$ cat src/hw/rtl/pls_pkg.sv
// Shared constants, operation codes and cell control type for the positional list store.
package pls_pkg;

    localparam int CAPACITY_DEF    = 64;
    localparam int VALUE_WIDTH_DEF = 32;
    localparam int POS_W           = 7;
    localparam int DATA_W          = 32;
    localparam int CNT_W           = 7;

    typedef enum logic [1:0] {
        MODE_READ   = 2'd0,
        MODE_INSERT = 2'd1,
        MODE_REMOVE = 2'd2,
        MODE_CLEAR  = 2'd3
    } t_mode;

    typedef struct packed {
        logic             ins;
        logic             rem;
        logic [POS_W-1:0] pos_idx;
    } t_cell_ctrl;

endpackage

$ cat src/hw/rtl/pls_cell.sv
// One storage cell of the list: holds one entry and shifts with its neighbors.
module pls_cell
    import pls_pkg::*;
#(
    parameter int IDX         = 0,
    parameter int VALUE_WIDTH = VALUE_WIDTH_DEF
) (
    input  logic                   i_clk,
    input  t_cell_ctrl             i_ctrl,
    input  logic [VALUE_WIDTH-1:0] i_value,
    input  logic [VALUE_WIDTH-1:0] i_prev,
    input  logic [VALUE_WIDTH-1:0] i_next,
    output logic [VALUE_WIDTH-1:0] o_value,
    output logic [VALUE_WIDTH-1:0] o_hit
);

    localparam logic [POS_W-1:0] L_IDX = POS_W'(IDX);

    logic [VALUE_WIDTH-1:0] r_val;
    logic [VALUE_WIDTH-1:0] n_val;
    logic                   w_hit;

    assign w_hit = (i_ctrl.pos_idx == L_IDX);

    always_comb begin
        n_val = r_val;
        if (i_ctrl.ins) begin
            if (w_hit) begin
                n_val = i_value;
            end else if (L_IDX > i_ctrl.pos_idx) begin
                n_val = i_prev;
            end
        end else if (i_ctrl.rem) begin
            if (L_IDX >= i_ctrl.pos_idx) begin
                n_val = i_next;
            end
        end
    end

    always_ff @(posedge i_clk) begin
        r_val <= n_val;
    end

    assign o_value = r_val;
    assign o_hit   = w_hit ? r_val : '0;

endmodule

$ cat config.mk
export PLATFORM = sky130hd
export DESIGN_NAME = pls_cell
export DESIGN_NICKNAME = d
export VERILOG_FILES = /design/src/hw/rtl/pls_pkg.sv /design/src/hw/rtl/pls_cell.sv
export SDC_FILE = /design/constraint.sdc
export NUM_CORES = 1
export LEC_CHECK = 0
export BUFFER_PORTS_ARGS = -buffer_cell sky130_fd_sc_hd__buf_2
export CAP_MARGIN = 15
export CORE_MARGIN = 5
export CORE_UTILIZATION = 25
export CTS_CLUSTER_SIZE = 40
export DETAILED_ROUTE_END_ITERATION = 8
export SYNTH_ARGS = -nofsm -noshare
export SYNTH_HDL_FRONTEND = slang
export SYNTH_SLANG_ARGS = --single-unit
$ cat constraint.sdc
create_clock -name i_clk -period 5.3 [get_ports i_clk]
set_input_delay 0.265 -clock i_clk [delete_from_list [all_inputs] [get_ports i_clk]]
set_output_delay 0.265 -clock i_clk [all_outputs]
set_load 0.05 [all_outputs]
== Word-level counts from Yosys, hierarchy flattened ==
Index checks and enable logic that the tools add are counted.

* $lt $le $gt $ge: 2
* Equal/unequal tests: 1
* Multiplexer cells: 6
* Reduce and logical (&&, ||, !) cells: 4

{| class="wikitable"
|+ Operators by type and width
! cell !! number
|-
| 32-bit 2-to-1 mux || 6
|-
| 1-bit by 7-bit >= comparator with 1-bit output, first input constant || 1
|-
| 1-bit by 7-bit greater-than comparator with 1-bit output, first input constant || 1
|-
| 7-bit logical NOT || 1
|-
| 2-bit nonzero test || 2
|-
| 3-bit by 1-bit inequality test with 1-bit output, second input constant || 1
|-
| 3-bit AND reduction || 1
|}

* Register bits: 32
* Input port bits: 106
* Output and inout bits: 64
* Logic and storage cells: 14

== Logic depth before layout (Yosys ltp) ==
* Depth after elaboration: 4
* Depth in mapped cells: 5
* Gate-level depth less buffers: 3

== Least setup slack after synthesis ==
Ideal clock, no wire load.

* Path type: input -> register
* From: in i_ctrl[4] (netlist bit)
* To: reg r_val[0], in the netlist o_value[0], enable pin
* Setup time: 0.391 ns
* Arrival: 1.980 ns
* Required time: 4.909 ns
* Slack: 2.929 ns
* Cell stages on the path: 5
* Buffers on the path: 2
* Cells stage by stage: or4_4 -> buf_6 -> nor2_8 -> buf_8 -> o21a_1

* Word-level cells in the longest chain between the ends: 3
* Elaborated cells on any way between the ends: 6
* Classes of those cells: order compare: 2; eq/ne: 1; reduce/logical: 3

{| class="wikitable"
|+ RTL lines
! what !! RTL line !! RTL
|-
| start: declaration || pls_cell.sv:9 || <nowiki>input t_cell_ctrl i_ctrl,</nowiki>
|-
| 1-bit by 7-bit greater-than comparator with 1-bit output (tied with other cells) || pls_cell.sv:30 || <nowiki>end else if (L_IDX > i_ctrl.pos_idx) begin</nowiki>
|-
| 3-bit by 1-bit inequality test with 1-bit output (no line) or 2-bit nonzero test (tied branches) || n/a ||
|-
| 3-bit AND reduction (no line) (*) || n/a ||
|-
| end signal: assignment || pls_cell.sv:41 || <nowiki>r_val <= n_val;</nowiki>
|-
| end: declaration || pls_cell.sv:19 || <nowiki>logic [VALUE_WIDTH-1:0] r_val;</nowiki>
|}

Every way passes the cells marked *; elsewhere a longest branch is shown, timed or not.
A chain may end at the register's enable or synchronous reset.

== Worst setup path after layout ==
* From: in i_ctrl[3] (netlist bit)
* To: reg r_val[13], in the netlist o_value[13], enable pin

The elaborated chain is that of the path after synthesis.

==> impl_results.md <==
* WP data required at 5200 ps
* Max Clock Freq at 443 MHz
* Clock-pin slew on the worst setup and hold paths at 60 ps
* Max reg flops at 32
* Routed WL at 7300 um
* Tot Pwr at 0.562 mW
* Worst Path Max Fanout at 32
* Top post-synthesis cells by count: and3_1 (32), edfxtp_1 (32), a21oi_1 (22)
* Non-filler instance count after layout at 484
* Worst EP arrival at 2160 ps
* Total CTS buffers at 5
* Die Y at 101 um
* First-pass GRT wire length at 10800 um
* Adder-cell share of the synthesized area at 0%
* Total grt overflow at 0
* Synthesized flop and latch total at 32
* Ant. Diodes at 0
* Number of global-route vias before repair at 2233
* Mapped Cells at 224
* Layout fillers at 863
* Initial antenna violation count at 0
* Fin crit period at 2260 ps
* Via count at 2354
* Slew @ Worst Pin at 768 ps
* CTS tree: yes
* Count of cell types in the netlist at 23
* Post-synthesis cell area at 2090 um^2
* Slew Limit Headroom at 48.8%
* Mux cell area share after synthesis at 0%
* Warnings from Yosys at 0
* Final max-slew violation count at 0
* Post-CTS setup buffer count at 0
* Inst Count DP at 476
* Total iterations of the first detailed-routing run at 4
* Compound-Gate Fraction of Synth Area at 22.3%
* Largest family of logic cells by synthesized area: simple AND/OR/NAND/NOR gates
* Antenna Nets Post-Route at 0
* Ys flop type: edfxtp_1
* Htree depth at 2
* Routability Congestion at 0.813
* Iter 0 DRT Violations at 111
* Largest net degree at the start of global routing at 65
* P_leak at 1.54 nW
* Fraction of layout cells with a size suffix above 1 at 49.1%
* CTS root buf: clkbuf_8
* Final setup fails at 0
* Core area at 8180 um^2
* CTS Buffer Depth at 2
* Yosys top cell area share at 46.1%
* # clock sinks at 32
* Residual DRC at 0
* Final #Nets at 484
* Syn_nets at 330
* Final Cycle Share at 42.6%
* Number of flops mapped to enable cells by yosys at 32
* GR Util All Layers at 13.1%
* Area leader, netlist: edfxtp_1
* Die area at 10300 um^2
* Sequential area share after synthesis at 46.1%
* Port Buffer Count at 169
* HPWL Detailed at 5380 um
* CP Capture Type: flip-flop
* Max_cap viols at 0
* Hold path start: i_next[9]
* Area grow syn2layout at 46.0%
* Kind of critical path: in -> reg
* Die X at 101 um
* Run status: finished, final reports clean
* Post-Synth Simple-Gate Area at 25.3%
* Post-CTS Resized at 0
* Post-synthesis async set-or-reset flop share at 0%
* Worst ir drop on vdd at 0.0000735 V
* Hold path depth at 2
* HP Class: in -> reg
* PD cells at 185 nW/um^2
* Crit start category: input port
* Detailed-route vias per instance at 4.86
* DR WL/cell at 15.1 um
* I/O pin cnt at 170
* Final Cell Area at 3040 um^2
* Number of core rows at 33
* Starting Density at 25.5%
* CTS Hold Bufs at 0
* Synth Area per Inst at 9.31 um^2
* RSZ-0062 raised after global routing: false
* Largest cells by area after synthesis: edfxtp_1 (46%), and3_1 (9.6%), a31oi_1 (5.4%), a21oi_1 (5.3%), a221o_1 (4.8%)
* Dpl cell area at 2960 um^2
* Hold endpoint: o_value[9]
* Hold Violations, Final at 0
* XOR/XNOR share of the synthesized area at 0%
* Total negative slack at 0 ps
==> layout by cell type (no fill, tap or decap) <==
| cell | netlist | final |
|---|---|---|
| nand2_1 | 14 | 14 |
| o21a_2 | 0 | 1 |
| inv_1 | 1 | 1 |
| clkbuf_8 | 0 | 5 |
| buf_2 | 4 | 169 |
| nor2_1 | 18 | 18 |
| nor4_4 | 1 | 1 |
| clkbuf_1 | 17 | 2 |
| a221o_1 | 10 | 10 |
| nand3_1 | 10 | 10 |
| a31oi_1 | 18 | 18 |
| nor3_4 | 0 | 1 |
| edfxtp_1 | 32 | 32 |
| nor2_8 | 1 | 1 |
| and3_1 | 32 | 32 |
| a221o_2 | 4 | 4 |
| or4_4 | 1 | 1 |
| clkinv_1 | 0 | 1 |
| and2_1 | 14 | 14 |
| or3_1 | 1 | 1 |
| buf_4 | 1 | 3 |
| a21oi_1 | 22 | 22 |
| o21ai_0 | 18 | 18 |
==> worst max-delay path: stages <==
cell and delay, ps:
buf_2 120, or3_1 700, nor2_8 360, o21a_2 700
==> per-layer routing <==
layer	vias to the layer above	GRT usage, %	share of wire (%)	routed length (um)
li1	1154	-	-	-
met1	1063	16.1	41	2960
met2	126	22.2	48	3500
met3	11	3.37	9.7	705
met4	0	4.81	1.8	135
met5	-	0	0	0
==> power breakdown <==
part / leakage, nW / internal (mW) / total, mW / switching [mW]
sequential: 0.289 / 0.282 / 0.283 / 0.000684
combinational: 1.21 / 0.0503 / 0.106 / 0.0552
clock: 0.0399 / 0.0913 / 0.173 / 0.0822
==> worst max-delay path by stage <==
stage / cells after the start / slack (ps) / end / startpoint
2_1_floorplan: 5 / 2930 / o_value[0] / i_ctrl[4]
3_3_place_gp: 4 / 2780 / o_value[6] / i_ctrl[3]
3_5_place_dp: 4 / 2730 / o_value[6] / i_ctrl[3]
4_1_cts: 4 / 3020 / o_value[14] / i_ctrl[3]
5_1_grt: 4 / 2940 / o_value[16] / i_ctrl[3]
6_report: 4 / 3040 / o_value[13] / i_ctrl[3]
==> per-stage QoR <==
stage          hold slack, ps  setup WS (ps)  util, %
2_1_floorplan             480           2930        -
3_3_place_gp              569           2780     36.3
3_5_place_dp              576           2730     36.3
4_1_cts                   285           3020     37.2
5_1_grt                   291           2940     37.2
6_report                  301           3040     37.2
==> logic make-up (layout without fill, tap and decap cells) <==
kind of cell / count (synthesis) / after routing
flops: 32 / 32
compound gates: 73 / 73
buf+inv: 26 / 181
simple gates: 93 / 93
==> final cells by class <==
class / instances / area, um^2 / share of cell area (%)
multi-input combinational: 166 / 1000 / 32.8
sequential: 32 / 961 / 31.6
timing repair buffer: 172 / 868 / 28.5
tap: 105 / 131 / 4.32
clock buffer: 7 / 76.3 / 2.51
clock inverter: 1 / 3.75 / 0.123
inverter: 1 / 3.75 / 0.123
(Power assumes the default switching activity.)
